**config.mk**
```make
export PLATFORM = sky130hd
export DESIGN_NAME = base64url_stream_decoder_flat
export DESIGN_NICKNAME = d
export VERILOG_FILES = /design/src/rtl/b64d_pkg.sv /design/src/rtl/b64d_if.sv /design/src/rtl/base64url_stream_decoder.sv /design/src/rtl/b64d_front.sv /design/src/rtl/b64d_queue.sv /design/src/rtl/b64d_back.sv /design/src/flat_wrapper.sv
export SDC_FILE = /design/constraint.sdc
export NUM_CORES = 1
export LEC_CHECK = 0
export ABC_AREA = 1
export BUFFER_PORTS_ARGS = -buffer_cell sky130_fd_sc_hd__clkbuf_2
export CAP_MARGIN = 10
export CORE_ASPECT_RATIO = 0.8
export CORE_MARGIN = 3
export CORE_UTILIZATION = 32
export CTS_CLUSTER_DIAMETER = 200
export CTS_CLUSTER_SIZE = 20
export DETAILED_ROUTE_END_ITERATION = 6
export GPL_ROUTABILITY_DRIVEN = 0
export PLACE_DENSITY = 0.5
export SETUP_SLACK_MARGIN = 0.15
export SLEW_MARGIN = 20
export SYNTH_ARGS = -nofsm -noshare
export SYNTH_HDL_FRONTEND = slang
export SYNTH_SLANG_ARGS = --single-unit
```
**constraint.sdc**
```tcl
create_clock -name clk -period 7.4 [get_ports clk]
set_input_delay 0.74 -clock clk [delete_from_list [all_inputs] [get_ports clk]]
set_output_delay 0.74 -clock clk [all_outputs]
set_load 0.005 [all_outputs]
```
**src/rtl/b64d_pkg.sv**
```systemverilog
// ----------------------------------------------------------------------------
// b64d_pkg: shared types and constants of the base64url stream decoder
// Character codes, the sextet lookup and the command word that the
// front end passes to the result sequencer.
// ----------------------------------------------------------------------------
package b64d_pkg;

  localparam int COUNT_W     = 10;
  localparam int QUEUE_DEPTH = 4;

  localparam logic [7:0] CHAR_PAD   = 8'h3D;  // '='
  localparam logic [7:0] CHAR_PLUS  = 8'h2B;  // '+'
  localparam logic [7:0] CHAR_MINUS = 8'h2D;  // '-'
  localparam logic [7:0] CHAR_SLASH = 8'h2F;  // '/'
  localparam logic [7:0] CHAR_UNDER = 8'h5F;  // '_'

  typedef struct packed {
    logic       valid;
    logic [5:0] value;
  } sextet_t;

  // One decoded group, as many as three bytes, plus the string end flag.
  typedef struct packed {
    logic [2:0][7:0]      data;
    logic [1:0]           n_bytes;
    logic [COUNT_W-1:0]   base_count;
    logic                 fin;
  } grp_cmd_t;

  // Map a text byte to its 6-bit value; valid is low outside the alphabet.
  function automatic sextet_t sextet_of(logic [7:0] c);
    sextet_t s;
    s.valid = 1'b1;
    s.value = 6'd0;
    if (c >= 8'h41 && c <= 8'h5A) begin
      s.value = 6'(c - 8'h41);
    end else if (c >= 8'h61 && c <= 8'h7A) begin
      s.value = 6'(c - 8'h61 + 8'd26);
    end else if (c >= 8'h30 && c <= 8'h39) begin
      s.value = 6'(c - 8'h30 + 8'd52);
    end else if (c == CHAR_PLUS || c == CHAR_MINUS) begin
      s.value = 6'd62;
    end else if (c == CHAR_SLASH || c == CHAR_UNDER) begin
      s.value = 6'd63;
    end else begin
      s.valid = 1'b0;
    end
    return s;
  endfunction

endpackage

```
**src/rtl/b64d_if.sv**
```systemverilog
// ----------------------------------------------------------------------------
// b64d_if: word channels of the base64url stream decoder
// Valid/ready channels for input characters and decoded results.
// ----------------------------------------------------------------------------
interface b64d_in_if;
  logic       valid;
  logic       ready;
  logic [7:0] character;
  logic       final_char;

  modport source (output valid, output character, output final_char, input ready);
  modport sink   (input valid, input character, input final_char, output ready);
endinterface

interface b64d_out_if;
  logic       valid;
  logic       ready;
  logic [7:0] data_byte;
  logic       byte_valid;
  logic       end_of_run;
  logic       end_of_string;
  logic [9:0] total_bytes;

  modport source (output valid, output data_byte, output byte_valid, output end_of_run,
                  output end_of_string, output total_bytes, input ready);
  modport sink   (input valid, input data_byte, input byte_valid, input end_of_run,
                  input end_of_string, input total_bytes, output ready);
  modport mon    (input valid, input data_byte, input byte_valid, input end_of_run,
                  input end_of_string, input total_bytes, input ready);
endinterface

```
**src/rtl/base64url_stream_decoder.sv**
```systemverilog
// ----------------------------------------------------------------------------
// base64url_stream_decoder: streaming base64 / base64url decoder
// Character intake, group command queue and result sequencer.
// ----------------------------------------------------------------------------
// Takes one text character per word on in_ch, with final_char on the last
// character of a string, and returns decoded bytes on out_ch. Both the
// standard and the URL-safe alphabet are understood ('+'/'-' give 62,
// '/'/'_' give 63). Characters fill groups of four slots; a character outside
// the alphabet (zero byte included) takes a slot but adds no bits, and '='
// closes its group at once while the remaining slots are passed over. A group
// with k valid characters (k >= 2) gives k-1 bytes. Bytes past the limit
// min(max_output_bytes, MAX_OUT_BYTES) are dropped and not counted. The final
// character always gives at least one result word carrying the string's
// byte total; with no byte it is a word with byte_valid low.
// Rate: the intake takes one character every cycle while the four-entry
// command queue has room, so characters stream in back to back. The result
// sequencer sends one word per cycle unless the output is stalled, so a
// character that closes a group of n bytes gives n result words. An accepted
// character's command is registered in the queue, and its first result word
// then passes through the output register.
// Register map (APB, 32-bit data): offset 0x0 max_output_bytes [9:0],
// reset 512. Write it only while the block is idle.
// ----------------------------------------------------------------------------
module base64url_stream_decoder #(
  parameter int MAX_OUT_BYTES = 512
) (
  input  logic        clk,
  input  logic        rst_n,
  b64d_in_if.sink     in_ch,
  b64d_out_if.source  out_ch,
  input  logic        psel,
  input  logic        penable,
  input  logic        pwrite,
  input  logic [2:0]  paddr,
  input  logic [31:0] pwdata,
  output logic [31:0] prdata,
  output logic        pready
);

  logic [b64d_pkg::COUNT_W-1:0] max_output_bytes_r;
  logic [b64d_pkg::COUNT_W-1:0] limit;
  logic                         cfg_wr;
  logic                         push;
  logic                         pop;
  logic                         q_full;
  logic                         q_empty;
  b64d_pkg::grp_cmd_t           push_cmd;
  b64d_pkg::grp_cmd_t           head;

  // Configuration: a single register at word 0, upper word decodes to nothing.
  assign pready = 1'b1;
  assign cfg_wr = psel && penable && pwrite && (paddr[2] == 1'b0);
  assign prdata = (paddr[2] == 1'b0) ? {22'd0, max_output_bytes_r} : 32'd0;

  always_ff @(posedge clk) begin
    if (!rst_n) begin
      max_output_bytes_r <= 10'd512;
    end else if (cfg_wr) begin
      max_output_bytes_r <= pwdata[b64d_pkg::COUNT_W-1:0];
    end
  end

  // Clamp the programmed limit by the build-time ceiling.
  assign limit = (32'(max_output_bytes_r) > 32'(MAX_OUT_BYTES))
                 ? b64d_pkg::COUNT_W'(MAX_OUT_BYTES) : max_output_bytes_r;

  // Front end: accept characters, assemble groups, push commands.
  b64d_front u_front (
    .clk    (clk),
    .rst_n  (rst_n),
    .in_ch  (in_ch),
    .limit  (limit),
    .q_full (q_full),
    .push   (push),
    .cmd    (push_cmd)
  );

  // Decouple intake from result delivery.
  b64d_queue u_queue (
    .clk      (clk),
    .rst_n    (rst_n),
    .push     (push),
    .push_cmd (push_cmd),
    .pop      (pop),
    .head     (head),
    .full     (q_full),
    .empty    (q_empty)
  );

  // Back end: expand commands into result words.
  b64d_back u_back (
    .clk     (clk),
    .rst_n   (rst_n),
    .q_empty (q_empty),
    .head    (head),
    .pop     (pop),
    .out_ch  (out_ch)
  );

endmodule

```
**src/rtl/b64d_front.sv**
```systemverilog
// ----------------------------------------------------------------------------
// b64d_front: character intake and group assembly
// Accepts one character a cycle unless the queue is full; tracks slots,
// padding and byte count; pushes a command per string end or group with bytes.
// ----------------------------------------------------------------------------
module b64d_front (
  input  logic                         clk,
  input  logic                         rst_n,
  b64d_in_if.sink                      in_ch,
  input  logic [b64d_pkg::COUNT_W-1:0] limit,
  input  logic                         q_full,
  output logic                         push,
  output b64d_pkg::grp_cmd_t           cmd
);

  logic [23:0]                  bits_r;
  logic [1:0]                   slot_r;
  logic [2:0]                   valid_r;
  logic                         pad_seen_r;
  logic [b64d_pkg::COUNT_W-1:0] count_r;

  b64d_pkg::sextet_t            sx;
  logic                         acc;
  logic                         fin;
  logic                         is_pad;
  logic                         add;
  logic [23:0]                  bits_a;
  logic [2:0]                   v_a;
  logic [1:0]                   slot_n;
  logic                         wrap;
  logic                         close;
  logic [23:0]                  aligned;
  logic [1:0]                   nraw;
  logic [b64d_pkg::COUNT_W-1:0] room;
  logic [1:0]                   kept;

  assign in_ch.ready = !q_full;
  assign acc         = in_ch.valid && !q_full;
  assign fin         = in_ch.final_char;

  always_comb begin
    sx      = b64d_pkg::sextet_of(in_ch.character);
    is_pad  = !pad_seen_r && (in_ch.character == b64d_pkg::CHAR_PAD);
    add     = !pad_seen_r && !is_pad && sx.valid && (valid_r < 3'd4);
    bits_a  = add ? {bits_r[17:0], sx.value} : bits_r;
    v_a     = add ? valid_r + 3'd1 : valid_r;
    slot_n  = slot_r + 2'd1;
    wrap    = (slot_n == 2'd0);
    close   = is_pad || (!pad_seen_r && (wrap || fin));

    // top-align the collected bits so bytes come off the high end
    case (v_a)
      3'd2:    aligned = bits_a << 12;
      3'd3:    aligned = bits_a << 6;
      3'd4:    aligned = bits_a;
      default: aligned = 24'd0;
    endcase
    nraw = (close && v_a >= 3'd2) ? 2'(v_a - 3'd1) : 2'd0;

    room = (count_r < limit) ? limit - count_r : '0;
    kept = (room >= b64d_pkg::COUNT_W'(nraw)) ? nraw : room[1:0];

    cmd.data[0]    = aligned[23:16];
    cmd.data[1]    = aligned[15:8];
    cmd.data[2]    = aligned[7:0];
    cmd.n_bytes    = kept;
    cmd.base_count = count_r;
    cmd.fin        = fin;
    push           = acc && (kept != 2'd0 || fin);
  end

  always_ff @(posedge clk) begin
    if (!rst_n) begin
      bits_r     <= '0;
      slot_r     <= '0;
      valid_r    <= '0;
      pad_seen_r <= 1'b0;
      count_r    <= '0;
    end else if (acc) begin
      if (fin || wrap) begin
        bits_r     <= '0;
        valid_r    <= '0;
        pad_seen_r <= 1'b0;
      end else if (is_pad) begin
        bits_r     <= '0;
        valid_r    <= '0;
        pad_seen_r <= 1'b1;
      end else begin
        bits_r  <= bits_a;
        valid_r <= v_a;
      end
      slot_r  <= fin ? 2'd0 : slot_n;
      count_r <= fin ? '0 : count_r + b64d_pkg::COUNT_W'(kept);
    end
  end

endmodule

```
**src/rtl/b64d_queue.sv**
```systemverilog
// ----------------------------------------------------------------------------
// b64d_queue: command queue between intake and result sequencer
// Small register FIFO of group commands.
// ----------------------------------------------------------------------------
module b64d_queue (
  input  logic               clk,
  input  logic               rst_n,
  input  logic               push,
  input  b64d_pkg::grp_cmd_t push_cmd,
  input  logic               pop,
  output b64d_pkg::grp_cmd_t head,
  output logic               full,
  output logic               empty
);

  localparam int DEPTH = b64d_pkg::QUEUE_DEPTH;
  localparam int PTR_W = $clog2(DEPTH);
  localparam int CNT_W = $clog2(DEPTH + 1);

  b64d_pkg::grp_cmd_t mem_r [DEPTH];
  logic [PTR_W-1:0]   wr_ptr_r;
  logic [PTR_W-1:0]   rd_ptr_r;
  logic [CNT_W-1:0]   cnt_r;
  logic               do_push;
  logic               do_pop;

  assign full    = (cnt_r == CNT_W'(DEPTH));
  assign empty   = (cnt_r == '0);
  assign do_push = push && !full;
  assign do_pop  = pop && !empty;
  assign head    = mem_r[rd_ptr_r];

  always_ff @(posedge clk) begin
    if (do_push) begin
      mem_r[wr_ptr_r] <= push_cmd;
    end
  end

  always_ff @(posedge clk) begin
    if (!rst_n) begin
      wr_ptr_r <= '0;
      rd_ptr_r <= '0;
      cnt_r    <= '0;
    end else begin
      if (do_push) begin
        wr_ptr_r <= (wr_ptr_r == PTR_W'(DEPTH - 1)) ? '0 : wr_ptr_r + 1'b1;
      end
      if (do_pop) begin
        rd_ptr_r <= (rd_ptr_r == PTR_W'(DEPTH - 1)) ? '0 : rd_ptr_r + 1'b1;
      end
      if (do_push && !do_pop) begin
        cnt_r <= cnt_r + 1'b1;
      end else if (do_pop && !do_push) begin
        cnt_r <= cnt_r - 1'b1;
      end
    end
  end

endmodule

```
**src/rtl/b64d_back.sv**
```systemverilog
// ----------------------------------------------------------------------------
// b64d_back: result sequencer
// Expands each queued group command into result words, one a cycle while
// the output is not stalled, through an output register.
// ----------------------------------------------------------------------------
module b64d_back (
  input  logic               clk,
  input  logic               rst_n,
  input  logic               q_empty,
  input  b64d_pkg::grp_cmd_t head,
  output logic               pop,
  b64d_out_if.source         out_ch
);

  logic       out_valid_r;
  logic [7:0] data_r;
  logic       byte_valid_r;
  logic       eor_r;
  logic       eos_r;
  logic [9:0] total_r;
  logic [1:0] idx_r;

  logic       load;
  logic       empty_cmd;
  logic       last;
  logic [7:0] data_nxt;
  logic [9:0] total_nxt;
  logic [1:0] idx_nxt;

  assign out_ch.valid         = out_valid_r;
  assign out_ch.data_byte     = data_r;
  assign out_ch.byte_valid    = byte_valid_r;
  assign out_ch.end_of_run    = eor_r;
  assign out_ch.end_of_string = eos_r;
  assign out_ch.total_bytes   = total_r;

  always_comb begin
    load      = !out_valid_r || out_ch.ready;
    empty_cmd = (head.n_bytes == 2'd0);
    last      = empty_cmd || (idx_r == head.n_bytes - 2'd1);
    case (idx_r)
      2'd0:    data_nxt = head.data[0];
      2'd1:    data_nxt = head.data[1];
      default: data_nxt = head.data[2];
    endcase
    if (empty_cmd) begin
      data_nxt  = 8'd0;
      total_nxt = head.base_count;
    end else begin
      total_nxt = head.base_count + 10'(idx_r) + 10'd1;
    end
    pop     = load && !q_empty && last;
    idx_nxt = last ? 2'd0 : idx_r + 2'd1;
  end

  always_ff @(posedge clk) begin
    if (!rst_n) begin
      out_valid_r <= 1'b0;
      idx_r       <= '0;
    end else if (load) begin
      out_valid_r <= !q_empty;
      if (!q_empty) begin
        idx_r <= idx_nxt;
      end
    end
  end

  always_ff @(posedge clk) begin
    if (load && !q_empty) begin
      data_r       <= data_nxt;
      byte_valid_r <= !empty_cmd;
      eor_r        <= last;
      eos_r        <= last && head.fin;
      total_r      <= total_nxt;
    end
  end

endmodule

```
**src/flat_wrapper.sv**
```systemverilog
// flat-port wrapper written by rule: the top's interface ports become plain ports
module base64url_stream_decoder_flat 
#(
  parameter int MAX_OUT_BYTES = 512
)
  (clk, rst_n, psel, penable, pwrite, paddr, pwdata, prdata, pready, in_ch_valid, in_ch_character, in_ch_final_char, in_ch_ready, out_ch_valid, out_ch_data_byte, out_ch_byte_valid, out_ch_end_of_run, out_ch_end_of_string, out_ch_total_bytes, out_ch_ready);
  b64d_in_if in_ch_i ();
  b64d_out_if out_ch_i ();
  input  logic clk;
  input  logic rst_n;
  input  logic psel;
  input  logic penable;
  input  logic pwrite;
  input  logic [2:0] paddr;
  input  logic [31:0] pwdata;
  output logic [31:0] prdata;
  output logic pready;
  input wire logic [$bits(in_ch_i.valid)-1:0] in_ch_valid;
  input wire logic [$bits(in_ch_i.character)-1:0] in_ch_character;
  input wire logic [$bits(in_ch_i.final_char)-1:0] in_ch_final_char;
  output wire logic [$bits(in_ch_i.ready)-1:0] in_ch_ready;
  output wire logic [$bits(out_ch_i.valid)-1:0] out_ch_valid;
  output wire logic [$bits(out_ch_i.data_byte)-1:0] out_ch_data_byte;
  output wire logic [$bits(out_ch_i.byte_valid)-1:0] out_ch_byte_valid;
  output wire logic [$bits(out_ch_i.end_of_run)-1:0] out_ch_end_of_run;
  output wire logic [$bits(out_ch_i.end_of_string)-1:0] out_ch_end_of_string;
  output wire logic [$bits(out_ch_i.total_bytes)-1:0] out_ch_total_bytes;
  input wire logic [$bits(out_ch_i.ready)-1:0] out_ch_ready;
  assign in_ch_i.valid = in_ch_valid;
  assign in_ch_i.character = in_ch_character;
  assign in_ch_i.final_char = in_ch_final_char;
  assign in_ch_ready = in_ch_i.ready;
  assign out_ch_valid = out_ch_i.valid;
  assign out_ch_data_byte = out_ch_i.data_byte;
  assign out_ch_byte_valid = out_ch_i.byte_valid;
  assign out_ch_end_of_run = out_ch_i.end_of_run;
  assign out_ch_end_of_string = out_ch_i.end_of_string;
  assign out_ch_total_bytes = out_ch_i.total_bytes;
  assign out_ch_i.ready = out_ch_ready;
  base64url_stream_decoder #(.MAX_OUT_BYTES(MAX_OUT_BYTES)) u_core (.clk(clk), .rst_n(rst_n), .in_ch(in_ch_i), .out_ch(out_ch_i), .psel(psel), .penable(penable), .pwrite(pwrite), .paddr(paddr), .pwdata(pwdata), .prdata(prdata), .pready(pready));
endmodule
```
[Word level (Yosys, flattened, before mapping)]
Memory sizes are Yosys's and may differ from the RTL's. A register that Yosys moved wholly into a read port is not among the register bits.
Cells that the tools add are included.
Storage, ports and cells
  word-level logic and storage cells: 143
  bits in read-only memories: 0
  RAM bits: 148
  bits in latches: 0
  bits of input ports: 51
  register bits: 81
  memories kept: 1
Cells by class
  divide/modulo/power cells: 0
  shift-type cells: 0
  $add $sub $neg: 18
  bitwise logic cells: 2
  $lt $le $gt $ge: 11
  reductions and logical operators: 45
  eq/ne operators: 13
  mux-type cells: 37
  multipliers: 0
Memory list
  u_core.u_queue.mem_r: words 4, bits a word 37, rd ports 1, clocked after memory_dff 1, write ports 1, line b64d_queue.sv:20  | b64d_pkg::grp_cmd_t mem_r [DEPTH];
Operator list (count)
  two-way mux 24 bit: 3
  case mux 24 bit (3 select lines): 1
  two-way mux 10 bit: 5
  == test 8 x 6 -> 1 bit (second input constant): 4
  two-way mux 6 bit: 5
  logical AND 1 bit: 21
  adder 10 x 2 -> 10 bit: 2
  greater-or-equal comparator 8 x 7 -> 1 bit (second input constant): 2
  <= comparator 8 x 7 -> 1 bit (second input constant): 2
  two-way mux 2 bit: 8
  case mux 8 bit (2 select lines): 1
  two-way mux 3 bit: 5
  subtractor 6 bit (second input constant): 2
  adder 10 x 1 -> 10 bit (second input constant): 1
  greater-or-equal comparator 10 x 2 -> 1 bit: 1
  greater-than comparator 10 bit (second input constant): 1
  less-than comparator 10 bit: 1
  subtractor 10 bit: 1
  two-way mux 1 bit: 9
  adder 2 x 1 -> 2 bit (second input constant): 4
  == test 8 x 7 -> 1 bit (second input constant): 1
  greater-or-equal comparator 8 x 6 -> 1 bit (second input constant): 1
  <= comparator 8 x 6 -> 1 bit (second input constant): 1
  logical NOT 1 bit: 8
  other kinds (19): 36

[Logic depth before layout (Yosys ltp)]
  depth after elaboration: 23
  depth in mapped cells: 37

[By module]
Synthesis repeated with hierarchy kept, for this count alone.
Second synthesis, totals
  cell total of the unflattened synthesis: 1295
  area, all modules: 11707.5 um2
By module, submodules not included
  b64d_queue: seq. area each 4624.4 um2, area an instance 5985.7 um2, instances 1, cells each 430
  b64d_front: seq. area each 800.8 um2, area an instance 3717.3 um2, instances 1, cells each 611
  b64d_back: seq. area each 690.7 um2, area an instance 1302.5 um2, instances 1, cells each 144
  base64url_stream_decoder: seq. area each 200.2 um2, area an instance 701.9 um2, instances 1, cells each 110

[Least setup slack after synthesis]
OpenSTA, ideal clock, no wires.
  kind: input to register
  from: in in_ch_character[2]
  to: mem u_core.u_queue.mem_r[3][0] in the netlist's numbering (enable)
  data required time: 6.969 ns
  data arrival time: 5.074 ns
  stages: 28
  slack: 1.895 ns
  path buffers: 1
  cells stage by stage: buf_2 inv_1 ha_1 nand2_1 nand2_1 nand3_1 nand3_1 nor2_4 nand2_4 nand3_4 nand2_1 nand2_2 inv_2 ha_1 nor2_2 nand2_2 nand3_1 inv_1 ha_1 inv_1 nand2_1 a21oi_1 nand3_1 nand2_2 nand2_4 nand3b_4 nand2_4 nor2_1
On the way
  cells in the longest elaborated chain, start to end: 21
  elaborated cells on any way between the ends: 40
RTL lines
  from (decl): line flat_wrapper.sv:19  | input wire logic [$bits(in_ch_i.character)-1:0] in_ch_character;
  parallel branches: the longest is 12 deep, another holds greater-or-equal comparator 8 x 6 -> 1 bit
  two-way mux 2 bit (*): line b64d_front.sv:58  | nraw = (close && v_a >= 3'd2) ? 2'(v_a - 3'd1) : 2'd0;
  greater-or-equal comparator 10 x 2 -> 1 bit: line b64d_front.sv:61  | kept = (room >= b64d_pkg::COUNT_W'(nraw)) ? nraw : room[1:0];
  two-way mux 2 bit (*): line b64d_front.sv:61
  nonzero test 2 bit (*): line b64d_front.sv:69  | push = acc && (kept != 2'd0 || fin);
  logical OR 1 bit (*): line b64d_front.sv:69
  logical AND 1 bit (*): line b64d_front.sv:69
  logical AND 1 bit (*): line b64d_queue.sv:29  | assign do_push = push && !full;
  two-way mux 1 bit (*): line b64d_queue.sv:34  | if (do_push) begin
  two-way mux 1 bit (implied by the code) (*): line b64d_queue.sv:35  | mem_r[wr_ptr_r] <= push_cmd;
  to (decl): line b64d_queue.sv:20
Every way passes the cells marked *.

==> results.toml <==
[drt]
vias = 8303
finalWirelength_um = 26600
ant_nets = 0
firstDrtPassIters = 4
viasPerCell = 4.71
first_iter_violations = 476
post_drt_wl_per_cell_um = 15.1
drc = 0

[run_status]
status = "finished clean"

[floorplanning]
num_io_pins = 107
start_util = 0.326
chipHeight_um = 175
core_mm2 = 0.0350
dieWidth_um = 217
rows = 61
die-area_mm2 = 0.0380

[global_routing]
grt_pass1_wl_um = 42600
antenna_found_initial = 0
grt_util_all_layers = 0.140
grt_pass1_vias = 7817
grt_max_degree = 71
grt_overflow = 0

[critical_path]
critPathArrivalTime_ns = 5.75
reg2reg_depth = 28
crit_path_max_fanout = 28
worst_path_max_delay_cell = "fa_1"
critPathCaptureType = "register"
r2r-start = "u_core.max_output_bytes_r[9]"
reg2reg_setup_slack_ns = 2.35
rr_endpoint = "u_core.u_front.count_r[8]"
slowest_delay_ns = 0.44
path_class = "in -> reg"
crit_required_ns = 7.83
critPathLaunchType = "input pin"

[logic_synthesis]
syn_avg_cell_area_um2 = 9.18
synthTopCellsByArea = "edfxtp_1, dfxtp_1, nand2_1"
synth_ff_type = "edfxtp_1"
syn_inst = 1243
async_flop_share = 0
synth_edf_count = 169
synthTopCellsByCount = "nand2_1, edfxtp_1, nor2_1"
yosysWarnings = 0
yosysMostFrequentCell = "nand2_1"
ys_seq_elements = 231
ys_seq_area_frac = 0.554
netlist_area_mm2 = 0.0114
yosys.area.top_type_share = 0.445
synth_top_area_cell = "edfxtp_1"
yosysUniqueCellTypes = 51

[min_path]
hp-class = "reg -> reg"
whs_endpoint = "u_core.u_front.bits_r[22]"
worstHoldStart = "u_core.u_front.bits_r[22]"
holdPathStages = 2

[clock_tree]
cts_max_path_buffers = 3
clk_pin_slew_ns = 0.08
clk_latency_ns = 0.49
cts_sinks = 231
post_cts.repair.setup_buffers = 0
numCtsBuffers = 15
cts_tree = "yes"
cts_hold_buf = 0
clockRootBuffer = "clkbuf_16"
htree_levels = 1
cts_resized = 0

[sta]
finalWorstPathRequiredPeriod_ns = 5.32
fin_crit_sh = 0.719
maxSlewHeadroom = 0.353
rsz0062_at_grt = "no"
maxSlewViolCount = 0
fin_hold_ws_ns = 0.467
worst_pin_slew_ns = 0.968
finalClockSkew_ns = 0.0149
max_freq_mhz = 188
hold_violations = 0
tns_ns = 0
finalSetupViolations = 0

[final_layout]
drive_above_1_share = 0.0968
area_delta_synth_final_pct = 10.2
fillers = 3578
final_util = 0.360
antennaDiodeCount = 0
nets = 1375

[pwr]
power.density_mw_per_mm2 = 276
ir_worst_vdd_v = 0.000129
p_leak_nw = 4.95

[place]
dp_hpwl_um = 17800
portBuffers = 59

[job]
drv_cap = 0
## worst max-delay path: cells and delay by family
kind                     cells  cell delay, ns
AND/OR/NAND/NOR             18            2.16
adder cells (fa/ha/maj)      5            1.28
AO/OA/AOI/OAI                4            0.76
buffers and inverters        8            0.79
## layer usage
layer  share of wire  vias to the layer above  GRT usage
met5               0                        -          0
met4           0.014                        0     0.0231
met3           0.036                       21     0.0195
met2            0.42                      128      0.208
met1            0.53                     3930      0.218
li1                -                     4224          -
## cell type report
class,count,area (um^2),share of cell area
well taps,472,591,0.0470
repair buffers,72,393,0.0313
inverters,134,505,0.0402
clock inverters,2,20.0,0.00159
clock buffers,24,409,0.0326
flip-flops and latches,231,6320,0.503
multi-input cells,828,4330,0.345
## cell families after synthesis
| logic type | Yosys count | synth area share |
|---|---|---|
| AO/OA/AOI/OAI | 239 | 0.118 |
| XOR/XNOR | 20 | 0.0154 |
| adder cells (fa/ha/maj) | 42 | 0.0487 |
| buffers and inverters | 205 | 0.0768 |
| flip-flops | 231 | 0.554 |
| multiplexers | 1 | 0.000878 |
| other | 2 | 0.000659 |
| AND/OR/NAND/NOR | 503 | 0.186 |
## worst max path at each step
stage | from | end | slack [ns] | cells after the start
2_1_floorplan | in_ch_character[2] | u_core.u_queue.mem_r[3][0] | 1.89 | 28
3_3_place_gp | in_ch_character[2] | u_core.u_front.count_r[8] | 1.62 | 35
3_5_place_dp | in_ch_character[2] | u_core.u_front.count_r[8] | 1.57 | 34
4_1_cts | in_ch_character[2] | u_core.u_front.count_r[8] | 2.07 | 35
5_1_grt | in_ch_character[2] | u_core.u_front.count_r[8] | 1.41 | 35
6_report | in_ch_character[2] | u_core.u_front.count_r[8] | 2.08 | 35
## sequential cells by signal, summed over array words and instances, names as in the netlist, named ones only
signal and cells:
u_core.u_front.slot_r 2, u_core.u_front.valid_r 3, u_core.u_front.bits_r 24, u_core.u_queue.rd_ptr_r 2, u_core.u_queue.wr_ptr_r 2, u_core.u_back.out_ch.data_byte 8, u_core.max_output_bytes_r 10, u_core.u_front.pad_seen_r 1
u_core.u_back.out_ch.end_of_run 1, u_core.u_front.count_r 10, u_core.u_back.idx_r 2, u_core.u_queue.cnt_r 3, u_core.u_back.out_ch.total_bytes 10, u_core.u_queue.mem_r 148, u_core.u_back.out_ch.byte_valid 1, u_core.u_back.out_ch.valid 1
u_core.u_back.out_ch.end_of_string 1
## per-stage QoR
step,total power [mW],setup WS [ns],cells,area [um^2]
6_report,3.46,2.08,1763,12600
5_1_grt,3.71,1.41,1763,12600
4_1_cts,3.51,2.07,1763,12600
3_5_place_dp,2.69,1.57,1737,12100
3_3_place_gp,2.68,1.62,1737,12100
2_1_floorplan,2.37,1.89,1264,11500
## cell usage in the layout (no fill, tap or decap), types with 2 or more instances in the layout
| cell type | count |
|---|---|
| buf_4 | 13 |
| o211ai_1 | 4 |
| a21oi_1 | 73 |
| nor3_1 | 13 |
| xnor2_1 | 10 |
| nand3_1 | 43 |
| nor2_2 | 3 |
| fa_1 | 4 |
| clkbuf_1 | 9 |
| clkbuf_2 | 59 |
| a41oi_1 | 2 |
| a32o_1 | 6 |
| nand2_4 | 3 |
| nor2_1 | 125 |
| o22ai_1 | 33 |
| nor3b_1 | 4 |
| clkbuf_16 | 15 |
| nor4_1 | 3 |
| nand3_2 | 2 |
| dfxtp_1 | 61 |
| a31oi_1 | 3 |
| clkinv_1 | 2 |
| nand2_1 | 276 |
| o221ai_1 | 2 |
| edfxtp_1 | 169 |
| nand2_2 | 11 |
| a32oi_1 | 3 |
| xor2_1 | 10 |
| o21ai_0 | 104 |
| nor2_4 | 5 |
| inv_2 | 4 |
| ha_1 | 38 |
| inv_1 | 127 |
| nand4_1 | 9 |
| conb_1 | 23 |
## power breakdown
part | switching, mW | internal, mW
clock network | 0.426 | 0.388
registers | 0.0643 | 1.59
logic | 0.666 | 0.331
(Power assumes the default switching activity.)
